### config.mk
export PLATFORM = sky130hd
export DESIGN_NAME = filament_glow_column_renderer_core
export DESIGN_NICKNAME = d
export VERILOG_FILES = /design/src/rtl/fgcr_pkg.sv /design/src/rtl/fgcr_mul.sv /design/src/rtl/fgcr_tstore.sv /design/src/rtl/filament_glow_column_renderer_core.sv
export VERILOG_INCLUDE_DIRS = /design/src /design/src/rtl
export SDC_FILE = /design/constraint.sdc
export NUM_CORES = 2
export LEC_CHECK = 0
export BUFFER_PORTS_ARGS = -buffer_cell sky130_fd_sc_hd__buf_4
export CORE_UTILIZATION = 45
export DETAILED_ROUTE_END_ITERATION = 6
export PLACE_DENSITY = 0.72
export SLEW_MARGIN = 20
export SYNTH_ARGS = -nofsm -noshare
export SYNTH_HDL_FRONTEND = slang
export SYNTH_SLANG_ARGS = --single-unit
### constraint.sdc
create_clock -name clk -period 19.2 [get_ports clk]
set_input_delay 1.92 -clock clk [delete_from_list [all_inputs] [get_ports clk]]
set_output_delay 1.92 -clock clk [all_outputs]
set_load 0.005 [all_outputs]
### src/rtl/filament_glow_column_renderer_core_assert.svh
// assertion macros shared by the renderer rtl
`ifndef FILAMENT_GLOW_COLUMN_RENDERER_CORE_ASSERT_SVH
`define FILAMENT_GLOW_COLUMN_RENDERER_CORE_ASSERT_SVH

// same-cycle implication under the async reset
`define FGCR_ASSERT_IMP(lbl, clk, rst_n, ante, cons, msg) \
	lbl: assert property (@(posedge clk) disable iff (!rst_n) (ante) |-> (cons)) \
		else $error(msg);

// next-cycle implication under the async reset
`define FGCR_ASSERT_NXT(lbl, clk, rst_n, ante, cons, msg) \
	lbl: assert property (@(posedge clk) disable iff (!rst_n) (ante) |=> (cons)) \
		else $error(msg);

`endif

### src/rtl/fgcr_pkg.sv
// shared types, constants and tables of the filament glow renderer
`default_nettype none
package fgcr_pkg;

	localparam int NUM_TUBES = 8;
	localparam int NUM_ROWS  = 16;

	// field widths
	localparam int TUBE_W   = 3;
	localparam int ENERGY_W = 16;
	localparam int TIME_W   = 32;
	localparam int ROW_W    = 4;
	localparam int CH_W     = 8;
	localparam int IN_TDATA_W  = 56;
	localparam int OUT_TDATA_W = 32;

	localparam int TIDX_W    = (NUM_TUBES > 1) ? $clog2(NUM_TUBES) : 1;
	localparam int ROW_CNT_W = $clog2(NUM_ROWS);

	// configuration port
	localparam int CFG_IDX_W  = 2;
	localparam int CFG_DATA_W = 16;
	localparam logic [CFG_IDX_W-1:0] CFG_ATTACK_GAIN   = 2'd0;
	localparam logic [CFG_IDX_W-1:0] CFG_COOLING_STEP  = 2'd1;
	localparam logic [CFG_IDX_W-1:0] CFG_FLICKER_RATE  = 2'd2;
	localparam logic [CFG_IDX_W-1:0] CFG_FLICKER_DEPTH = 2'd3;

	// shared multiplier operands and product
	localparam int MUL_W  = 17;
	localparam int PROD_W = 2 * MUL_W;

	typedef struct packed {
		logic             en;
		logic [MUL_W-1:0] a;
		logic [MUL_W-1:0] b;
	} mul_req_t;

	typedef struct packed {
		logic              en;
		logic [TIDX_W-1:0] idx;
		logic [15:0]       data;
	} tmp_wr_t;

	// glow profile, one Q16 gain per row
	typedef logic [NUM_ROWS-1:0][16:0] glow_tab_t;

	function automatic glow_tab_t make_glow();
		glow_tab_t tab;
		int ad;
		tab = '0;
		for (int y = 0; y < NUM_ROWS; y++) begin
			ad = 2 * y - NUM_ROWS;
			if (ad < 0) begin
				ad = -ad;
			end
			tab[y] = 17'(65536 - (45875 * ad) / NUM_ROWS);
		end
		return tab;
	endfunction

	localparam glow_tab_t GLOW_TAB = make_glow();

	// quarter-wave sine, Q0.15, 17 points
	function automatic logic [14:0] qsine(input logic [4:0] idx);
		logic [14:0] s;
		unique case (idx)
			5'd0:    s = 15'd0;
			5'd1:    s = 15'd3212;
			5'd2:    s = 15'd6393;
			5'd3:    s = 15'd9512;
			5'd4:    s = 15'd12539;
			5'd5:    s = 15'd15446;
			5'd6:    s = 15'd18204;
			5'd7:    s = 15'd20787;
			5'd8:    s = 15'd23170;
			5'd9:    s = 15'd25329;
			5'd10:   s = 15'd27245;
			5'd11:   s = 15'd28898;
			5'd12:   s = 15'd30273;
			5'd13:   s = 15'd31356;
			5'd14:   s = 15'd32137;
			5'd15:   s = 15'd32609;
			default: s = 15'd32767;
		endcase
		return s;
	endfunction

endpackage
`default_nettype wire

### src/rtl/fgcr_mul.sv
// shared 17x17 unsigned multiplier with registered product
`default_nettype none
module fgcr_mul (
	input  wire logic                     clk,
	input  wire fgcr_pkg::mul_req_t       req,
	output logic [fgcr_pkg::PROD_W-1:0]   prod
);
	import fgcr_pkg::*;

	logic [PROD_W-1:0] prod_q;

	// product holds while no new operation is issued
	always_ff @(posedge clk) begin
		if (req.en) begin
			prod_q <= PROD_W'(req.a) * PROD_W'(req.b);
		end
	end

	assign prod = prod_q;

endmodule
`default_nettype wire

### src/rtl/fgcr_tstore.sv
// per-tube temperature register file
`default_nettype none
module fgcr_tstore (
	input  wire logic                         clk,
	input  wire logic                         arst_n,
	input  wire fgcr_pkg::tmp_wr_t            wr,
	input  wire logic [fgcr_pkg::TIDX_W-1:0]  rd_idx,
	output logic [15:0]                       rd_data
);
	import fgcr_pkg::*;

	logic [15:0] temp_q [NUM_TUBES];

	always_ff @(posedge clk or negedge arst_n) begin
		if (!arst_n) begin
			for (int i = 0; i < NUM_TUBES; i++) begin
				temp_q[i] <= '0;
			end
		end else if (wr.en) begin
			temp_q[wr.idx] <= wr.data;
		end
	end

	assign rd_data = temp_q[rd_idx];

endmodule
`default_nettype wire

### src/rtl/filament_glow_column_renderer_core.sv
// filament glow column renderer: sequencer, registers and output stage
//
// Each input transfer updates the temperature of one tube and then renders
// that tube as NUM_ROWS pixels, row 0 first, the final row marked by tlast.
// The temperature, gradient, flicker, brightness and pixel products run
// through one shared 17x17 multiplier, at most one product per cycle, under
// the sequencer below. From its transfer to the next s_tready an item goes
// through the temperature, gradient, flicker and brightness work (with an
// extra product wait on the heating path and on the hot gradient segment),
// then per row the glow product, scale, three channel products and output
// load. The next item transfers in the idle state that follows; a stalled
// output holds the output load until the pixel can be taken.
// s_tready is high only while idle. A tube index at or above NUM_TUBES is
// taken and dropped without any pixel. Configuration writes land at once
// and should only be made while idle.
`default_nettype none
`include "filament_glow_column_renderer_core_assert.svh"
module filament_glow_column_renderer_core (
	input  wire logic                                clk,
	input  wire logic                                arst_n,
	// configuration writes
	input  wire logic                                cfg_we,
	input  wire logic [fgcr_pkg::CFG_IDX_W-1:0]      cfg_index,
	input  wire logic [fgcr_pkg::CFG_DATA_W-1:0]     cfg_data,
	// input stream
	input  wire logic                                s_tvalid,
	output logic                                     s_tready,
	input  wire logic [fgcr_pkg::IN_TDATA_W-1:0]     s_tdata,  // tube[2:0] energy[18:3] time_ms[50:19]
	// pixel stream
	output logic                                     m_tvalid,
	input  wire logic                                m_tready,
	output logic [fgcr_pkg::OUT_TDATA_W-1:0]         m_tdata,  // column[2:0] row[6:3] red[14:7] green[22:15] blue[30:23]
	output logic                                     m_tlast   // final row of the column
);
	import fgcr_pkg::*;

	localparam logic [15:0] T_THRESH   = 16'd26214;  // 0.4
	localparam logic [15:0] TUBE_PHASE = 16'd7301;   // 0.7 rad
	localparam logic [15:0] B_BASE     = 16'd9830;   // 0.15
	localparam logic [MUL_W-1:0] K_COLD     = 17'd1275;
	localparam logic [MUL_W-1:0] K_HOT      = 17'd4233;
	localparam logic [MUL_W-1:0] K_RECIP10  = 17'd6554;  // 65536/10, rounded up
	localparam logic [MUL_W-1:0] K_BRIGHT   = 17'd55706; // 0.85
	localparam logic [16:0] ONE_Q16 = 17'd65536;
	localparam logic [ROW_CNT_W-1:0] LAST_ROW = ROW_CNT_W'(NUM_ROWS - 1);

	// gradient endpoints
	localparam logic [7:0] COLD_R = 8'd30,  COLD_G = 8'd0,   COLD_B = 8'd0;
	localparam logic [7:0] WARM_R = 8'd255, WARM_G = 8'd80,  WARM_B = 8'd0;
	localparam logic [7:0] HOT_R  = 8'd255, HOT_G  = 8'd255, HOT_B  = 8'd255;

	typedef enum logic [4:0] {
		ST_IDLE,
		ST_ATT,
		ST_ATT_W,
		ST_GRAD,
		ST_GRAD_W,
		ST_DIV_W,
		ST_PHASE,
		ST_PHASE_W,
		ST_SINE,
		ST_SINE_W,
		ST_DEPTH_W,
		ST_BRT_W,
		ST_BF_W,
		ST_ROW,
		ST_ROW_K,
		ST_CH0,
		ST_CH1,
		ST_CH2,
		ST_EMIT
	} state_t;

	// (x*256 + y + y*a - x*a) >> 8, endpoints come out exact
	function automatic logic [7:0] mix_ch(input logic [7:0] x, input logic [7:0] y,
			input logic [7:0] a);
		logic [17:0] acc;
		acc = {2'b00, x, 8'd0} + 18'(y) + 18'(y) * 18'(a) - 18'(x) * 18'(a);
		return acc[15:8];
	endfunction

	state_t state_q;

	// configuration registers
	logic [15:0] attack_gain_q;
	logic [15:0] cooling_step_q;
	logic [7:0]  flicker_rate_q;
	logic [15:0] flicker_depth_q;

	// current item
	logic [TUBE_W-1:0]   tube_q;
	logic [ENERGY_W-1:0] energy_q;
	logic [15:0]         time_lo_q;   // only the low bits reach the phase

	// working registers
	logic [15:0]          t_q;
	logic                 hot_q;
	logic [7:0]           a_q;
	logic [7:0]           rgb_q [3];
	logic [15:0]          phase_q;
	logic [14:0]          lo_q;
	logic                 top_q;
	logic                 neg_q;
	logic [16:0]          f_q;
	logic [16:0]          bf_q;
	logic [ROW_CNT_W-1:0] row_q;
	logic [7:0]           k_q;
	logic [7:0]           red_q;
	logic [7:0]           green_q;

	logic [PROD_W-1:0] prod;
	mul_req_t          mreq;
	tmp_wr_t           twr;
	logic [15:0]       t_rd;

	// input field views
	logic [TUBE_W-1:0]   in_tube;
	logic [ENERGY_W-1:0] in_energy;
	logic [TIME_W-1:0]   in_time;
	logic                in_ok;
	logic                in_xfer;

	assign in_tube   = s_tdata[2:0];
	assign in_energy = s_tdata[18:3];
	assign in_time   = s_tdata[50:19];
	assign in_ok     = 32'(in_tube) < NUM_TUBES;
	assign s_tready  = (state_q == ST_IDLE);
	assign in_xfer   = s_tvalid && s_tready;

	// temperature update
	logic        heat;
	logic [15:0] t_next;

	assign heat = energy_q > t_rd;

	always_comb begin
		if (state_q == ST_ATT_W) begin
			t_next = t_rd + prod[31:16];
		end else if (t_rd > cooling_step_q) begin
			t_next = t_rd - cooling_step_q;
		end else begin
			t_next = '0;
		end
	end

	assign twr.en   = (state_q == ST_ATT_W) || (state_q == ST_ATT && !heat);
	assign twr.idx  = TIDX_W'(tube_q);
	assign twr.data = t_next;

	// gradient side
	logic        grad_hot;
	logic [17:0] grad_q_raw;
	logic [7:0]  grad_a;

	assign grad_hot   = t_q >= T_THRESH;
	assign grad_q_raw = prod[33:16];
	always_comb begin
		if (state_q == ST_GRAD_W) begin
			grad_a = (prod[33:17] > 17'd255) ? 8'd255 : prod[24:17];
		end else begin
			grad_a = (grad_q_raw > 18'd255) ? 8'd255 : grad_q_raw[7:0];
		end
	end

	// sine lookup on the registered phase
	logic [14:0] sp;
	logic [4:0]  s_idx;
	logic [14:0] s_lo;
	logic [14:0] s_hi;
	logic [14:0] s_mag;

	always_comb begin
		if (phase_q[14]) begin
			sp = 15'(15'd16384 - {1'b0, phase_q[13:0]});
		end else begin
			sp = {1'b0, phase_q[13:0]};
		end
		s_idx = sp[14:10];
		s_lo  = qsine(s_idx);
		s_hi  = qsine(s_idx + 5'd1);
		s_mag = top_q ? 15'd32767 : 15'(lo_q + prod[24:10]);
	end

	// flicker factor and brightness
	logic [16:0] f_next;
	logic [15:0] b_val;

	assign f_next = neg_q ? (ONE_Q16 - 17'(prod[30:15])) : (ONE_Q16 + 17'(prod[30:15]));
	assign b_val  = B_BASE + prod[31:16];

	// per-row scale
	logic [17:0] v_raw;
	logic [16:0] v_sat;
	logic [24:0] v255;

	assign v_raw = prod[33:16];
	assign v_sat = (v_raw > 18'(ONE_Q16)) ? ONE_Q16 : v_raw[16:0];
	assign v255  = {v_sat, 8'd0} - 25'(v_sat);

	logic [MUL_W-1:0] k_inc;
	assign k_inc = 17'(k_q) + 17'd1;

	// operand select for the shared multiplier
	always_comb begin
		mreq = '0;
		unique case (state_q)
			ST_ATT: begin
				mreq.en = heat;
				mreq.a  = 17'(energy_q - t_rd);
				mreq.b  = 17'(attack_gain_q);
			end
			ST_GRAD: begin
				mreq.en = 1'b1;
				mreq.a  = grad_hot ? 17'(t_q - T_THRESH) : 17'(t_q);
				mreq.b  = grad_hot ? K_HOT : K_COLD;
			end
			ST_GRAD_W: begin
				mreq.en = hot_q;
				mreq.a  = prod[32:16];
				mreq.b  = K_RECIP10;
			end
			ST_PHASE: begin
				mreq.en = 1'b1;
				mreq.a  = 17'(time_lo_q);
				mreq.b  = 17'(flicker_rate_q);
			end
			ST_SINE: begin
				mreq.en = 1'b1;
				mreq.a  = 17'(s_hi - s_lo);
				mreq.b  = 17'(sp[9:0]);
			end
			ST_SINE_W: begin
				mreq.en = 1'b1;
				mreq.a  = 17'(s_mag);
				mreq.b  = 17'(flicker_depth_q);
			end
			ST_DEPTH_W: begin
				mreq.en = 1'b1;
				mreq.a  = 17'(t_q);
				mreq.b  = K_BRIGHT;
			end
			ST_BRT_W: begin
				mreq.en = 1'b1;
				mreq.a  = 17'(b_val);
				mreq.b  = f_q;
			end
			ST_ROW: begin
				mreq.en = 1'b1;
				mreq.a  = bf_q;
				mreq.b  = GLOW_TAB[row_q];
			end
			ST_CH0: begin
				mreq.en = 1'b1;
				mreq.a  = 17'(rgb_q[0]);
				mreq.b  = k_inc;
			end
			ST_CH1: begin
				mreq.en = 1'b1;
				mreq.a  = 17'(rgb_q[1]);
				mreq.b  = k_inc;
			end
			ST_CH2: begin
				mreq.en = 1'b1;
				mreq.a  = 17'(rgb_q[2]);
				mreq.b  = k_inc;
			end
			default: begin
				mreq = '0;
			end
		endcase
	end

	fgcr_mul u_mul (
		.clk  (clk),
		.req  (mreq),
		.prod (prod)
	);

	fgcr_tstore u_tstore (
		.clk     (clk),
		.arst_n  (arst_n),
		.wr      (twr),
		.rd_idx  (TIDX_W'(tube_q)),
		.rd_data (t_rd)
	);

	logic out_free;
	assign out_free = !m_tvalid || m_tready;

	// configuration registers
	always_ff @(posedge clk or negedge arst_n) begin
		if (!arst_n) begin
			attack_gain_q   <= 16'd2621;
			cooling_step_q  <= 16'd262;
			flicker_rate_q  <= 8'd23;
			flicker_depth_q <= 16'd2621;
		end else if (cfg_we) begin
			unique case (cfg_index)
				CFG_ATTACK_GAIN:   attack_gain_q   <= cfg_data;
				CFG_COOLING_STEP:  cooling_step_q  <= cfg_data;
				CFG_FLICKER_RATE:  flicker_rate_q  <= cfg_data[7:0];
				CFG_FLICKER_DEPTH: flicker_depth_q <= cfg_data;
				default: ;
			endcase
		end
	end

	// sequencer, working registers and output register
	always_ff @(posedge clk or negedge arst_n) begin
		if (!arst_n) begin
			state_q  <= ST_IDLE;
			m_tvalid <= 1'b0;
		end else begin
			// a taken pixel leaves unless the next one is loaded in its place
			if (m_tready && !(state_q == ST_EMIT && out_free)) begin
				m_tvalid <= 1'b0;
			end
			unique case (state_q)
				ST_IDLE: begin
					if (in_xfer) begin
						tube_q    <= in_tube;
						energy_q  <= in_energy;
						time_lo_q <= in_time[15:0];
						// out-of-range tube: dropped, no pixels
						if (in_ok) begin
							state_q <= ST_ATT;
						end
					end
				end
				ST_ATT: begin
					if (heat) begin
						state_q <= ST_ATT_W;
					end else begin
						t_q     <= t_next;
						state_q <= ST_GRAD;
					end
				end
				ST_ATT_W: begin
					t_q     <= t_next;
					state_q <= ST_GRAD;
				end
				ST_GRAD: begin
					hot_q   <= grad_hot;
					state_q <= ST_GRAD_W;
				end
				ST_GRAD_W: begin
					// hot segment still needs the divide by ten
					if (hot_q) begin
						state_q <= ST_DIV_W;
					end else begin
						a_q     <= grad_a;
						state_q <= ST_PHASE;
					end
				end
				ST_DIV_W: begin
					a_q     <= grad_a;
					state_q <= ST_PHASE;
				end
				ST_PHASE: begin
					if (hot_q) begin
						rgb_q[0] <= mix_ch(WARM_R, HOT_R, a_q);
						rgb_q[1] <= mix_ch(WARM_G, HOT_G, a_q);
						rgb_q[2] <= mix_ch(WARM_B, HOT_B, a_q);
					end else begin
						rgb_q[0] <= mix_ch(COLD_R, WARM_R, a_q);
						rgb_q[1] <= mix_ch(COLD_G, WARM_G, a_q);
						rgb_q[2] <= mix_ch(COLD_B, WARM_B, a_q);
					end
					state_q <= ST_PHASE_W;
				end
				ST_PHASE_W: begin
					phase_q <= prod[15:0] + 16'({13'd0, tube_q} * TUBE_PHASE);
					state_q <= ST_SINE;
				end
				ST_SINE: begin
					lo_q    <= s_lo;
					top_q   <= s_idx[4];
					neg_q   <= phase_q[15];
					state_q <= ST_SINE_W;
				end
				ST_SINE_W: begin
					state_q <= ST_DEPTH_W;
				end
				ST_DEPTH_W: begin
					f_q     <= f_next;
					state_q <= ST_BRT_W;
				end
				ST_BRT_W: begin
					state_q <= ST_BF_W;
				end
				ST_BF_W: begin
					bf_q    <= prod[32:16];
					row_q   <= '0;
					state_q <= ST_ROW;
				end
				ST_ROW: begin
					state_q <= ST_ROW_K;
				end
				ST_ROW_K: begin
					k_q     <= v255[23:16];
					state_q <= ST_CH0;
				end
				ST_CH0: begin
					state_q <= ST_CH1;
				end
				ST_CH1: begin
					red_q   <= prod[15:8];
					state_q <= ST_CH2;
				end
				ST_CH2: begin
					green_q <= prod[15:8];
					state_q <= ST_EMIT;
				end
				ST_EMIT: begin
					// blue is still held in the product register
					if (out_free) begin
						m_tvalid <= 1'b1;
						m_tdata  <= {1'b0, prod[15:8], green_q, red_q,
							ROW_W'(row_q), tube_q};
						m_tlast  <= (row_q == LAST_ROW);
						if (row_q == LAST_ROW) begin
							state_q <= ST_IDLE;
						end else begin
							row_q   <= row_q + 1'b1;
							state_q <= ST_ROW;
						end
					end
				end
				default: begin
					state_q <= ST_IDLE;
				end
			endcase
		end
	end

	`FGCR_ASSERT_IMP(a_last_row, clk, arst_n, m_tvalid && m_tlast, m_tdata[6:3] == ROW_W'(NUM_ROWS - 1), "tlast on a row other than the final one")
	`FGCR_ASSERT_NXT(a_item_start, clk, arst_n, in_xfer && in_ok, state_q == ST_ATT, "accepted item did not start the temperature update")
	`FGCR_ASSERT_IMP(a_temp_write, clk, arst_n, twr.en, state_q == ST_ATT || state_q == ST_ATT_W, "temperature written outside the update step")
	`FGCR_ASSERT_IMP(a_row_scale, clk, arst_n, state_q == ST_ROW_K, $past(state_q) == ST_ROW && $past(mreq.en), "row scale taken without a glow product")

endmodule
`default_nettype wire

==> run_results.csv <==
group,metric,value,unit
timing,tightestPinTransition,1.19,ns
floorplan,die_area,0.0884,mm2
final_layout,nets,4673,
grt,grt_pass1_wl,172,mm
logic_synthesis,synthFlopType,"edfxtp_1",
logic_synthesis,synth_area_leaders,"edfxtp_1 19%, fa_1 14%, ha_1 11%",
worst_setup_path,cpMostUsedCell,"fa_1",
placement,finalWeightedCongestion,0.971,
worst_setup_path,cp_data_arrival_time,13.71,ns
logic_synthesis,synth-adder-area-share,25.1,%
logic_synthesis,synth.largest_area_cell,"edfxtp_1",
logic_synthesis,synth_top_area_share,18.8,%
final_layout,final_cell_mix,"489 x inv_1, 356 x ha_1, 339 x nand2_1, 276 x nor2_1, 270 x fa_1",
timing,finalCriticalPeriod,13.32,ns
logic_synthesis,seq_area_frac_synth,31.5,%
hold_path,min_path_cells,0,
detailed_routing,avgRoutedWirePerCell,21.5,um
timing,final_hold_viol_count,0,
cts,ctsResizeCount,0,
final_layout,antenna_cells,0,
detailed_routing,wirelength,111,mm
logic_synthesis,syn_area_per_cell,10.0,um2
cts,holdBufCountCts,0,
logic_synthesis,synth_warnings,0,
timing,setup_viol,0,
timing,setup_tns,0,ns
logic_synthesis,netlist_area,0.0392,mm2
grt,overflow,0,
grt,antenna_found_initial,5,
floorplan,die_w,297,um
floorplan,initial_utilization,45.7,%
detailed_routing,drtPass1Iterations,7,
logic_synthesis,synth-xor-area-share,4.79,%
grt,grt_pass1_vias,29972,
placement,dp_hpwl,83.9,mm
timing,rsz0062_at_grt,"false",
logic_synthesis,synth_cell_types,113,
detailed_routing,drc,13,
detailed_routing,dr_total_vias,30120,
placement,place.port_buffers,91,
cts,clock_latency,0.64,ns
cts,cts_root_buffer,"clkbuf_16",
floorplan,coreArea,0.0858,mm2
run_status,outcome,"finished, violations left",
logic_synthesis,synthSimpleGateAreaFrac,12.3,%
timing,fmax,75.1,MHz
detailed_routing,drt_iter0_drc,2878,
cts,cts.sinks,447,
hold_path,hp-class,"reg -> reg",
logic_synthesis,synthesis.nets,4617,
floorplan,rows,107,
cts,numCtsBuffers,46,
detailed_routing,avgViaCountPerCell,5.85,
logic_synthesis,synth-seq-cells,447,
cts,clockBufferDepth,3,
grt,grt_usage,25.0,%
worst_setup_path,endpoint_kind,"flop",
cts,post_cts_buffers,0,
detailed_routing,ant_nets,0,
floorplan,die_height,297,um
worst_setup_path,slowest_delay,0.89,ns
timing,final.setup_skew,0.0709,ns
logic_synthesis,synth_top_family_by_area,"adder cells",
worst_setup_path,worstPathMaxFanout,30,
final_layout,final_cell_count_no_fill,5150,
final_layout,areaGrowthSynthToFinish,9.39,%
logic_synthesis,async_flop_share,42.5,%
worst_setup_path,crit_slowest_cell,"a211oi_2",
logic_synthesis,synth_cells,3912,
timing,relSlewSlack,20.1,%
final_layout,drive_gt1_share,13.4,%
cts,htree_num_levels,2,
cts,clkTransAtPathRegs,0.06,ns
placement,dp.cells,5064,
logic_synthesis,synth_compound_area_share,12.9,%
timing,period_share,69.4,%
grt,grt_max_degree,83,
timing,report.final.slew_viol_count,0,
run,maxCapViolCount,0,
worst_setup_path,worstSetupPathType,"reg -> reg",
final_layout,mostFrequentLayoutCell,"inv_1",
run_status,violations,"DRC",
cts,cts_tree,"built",
logic_synthesis,synth_edf_count,245,
worst_setup_path,cp-start-kind,"flop",
worst_setup_path,rr_worst_depth,43,
worst_setup_path,crit_required,19.59,ns
logic_synthesis,synthMuxAreaShare,6.88,%
floorplan,io_pins,114,
## final timing paths
| path | from | endpoint | slack [ns] |
|---|---|---|---|
| max in group asynchronous | arst_n | u_tstore.temp_q[68] | 16.74 |
| setup reg to reg | phase_q[0] | u_mul.prod[31] | 5.88 |
| setup / recovery | phase_q[0] | u_mul.prod[31] | 5.88 |
| hold / removal | red_q[6] | m_tdata[13] | 0.42 |
| min in group asynchronous | arst_n | u_tstore.temp_q[92] | 1.27 |
| hold reg to reg | red_q[6] | m_tdata[13] | 0.42 |
## synthesized netlist by cell type (all sizes together), types with 13 or more instances
master and count:
o21bai 20, nor2 281, xnor2 128, nand2 344, dfstp 21, a22oi 31
mux4 32, o21ai 190, o21a 25, or3 25, or4 13, nor3 66
o31ai 22, mux2i 13, ha 356, edfxtp 245, or2 23, nor2b 32
a221oi 15, a211oi 26, a21oi 196, nand4 22, inv 493, a21o 49
fa 270, and3 22, buf 75, nand3 45, and2 68, a31oi 24
o22ai 23, nor4 14, nand2b 29, xor2 81, clkbuf 77, dfrtp 169
mux2 163, o211ai 22
## layout make-up
type / instances / area, um2
clock inverters: 23 / 322
fillers: 7737 / 42900
multi-input cells: 2820 / 24400
flip-flops and latches: 447 / 12400
clock buffers: 63 / 1340
repair buffers: 160 / 1220
well taps: 1144 / 1430
inverters: 493 / 1850
## state kept, by name, summed over array words and instances (netlist names), 15 cells and up, named ones only
register / flops
attack_gain_q: 16
bf_q: 17
cooling_step_q: 16
energy_q: 16
f_q: 17
flicker_depth_q: 16
lo_q: 15
m_tdata: 31
phase_q: 16
rgb_q: 24
t_q: 16
time_lo_q: 16
u_mul.prod: 34
u_tstore.temp_q: 128
## layer usage
metal | track usage, % | up-vias | wire [um]
li1 | - | 13646 | -
met1 | 32.7 | 14901 | 45300
met2 | 40.7 | 1286 | 51100
met3 | 4.71 | 283 | 9420
met4 | 9.99 | 4 | 4850
met5 | 0 | - | 30
## kinds of logic after synthesis
group | Yosys count
simple gates | 1014
compound gates | 762
buf+inv | 645
fa+ha+maj | 626
flops | 447
xor+xnor | 209
mux | 208
other cells | 1
## critical path: cells and delay by family (launching register included)
kind | cells | cell delay [ns]
AO/OA/AOI/OAI | 16 | 4.98
XOR/XNOR | 3 | 1.06
adder cells (fa/ha/maj) | 11 | 4.27
buffers and inverters | 8 | 1.10
flip-flops | 1 | 0.46
AND/OR/NAND/NOR | 5 | 1.29
## metrics by stage
step	hold WS [ns]	utilization (%)	worst slack [ns]	instance area, um2
after floorplan	0.400	-	8.09	39200
after global placement	0.401	48.1	6.35	41300
after detailed placement	0.405	48.1	6.16	41300
after CTS	0.423	50.0	6.08	42900
after global routing	0.427	50.0	5.41	42900
final	0.423	50.0	5.88	42900
Power is left out: the tool's default activity adds up to more than one toggle a clock period on the data nets, which glitch-free logic cannot reach.
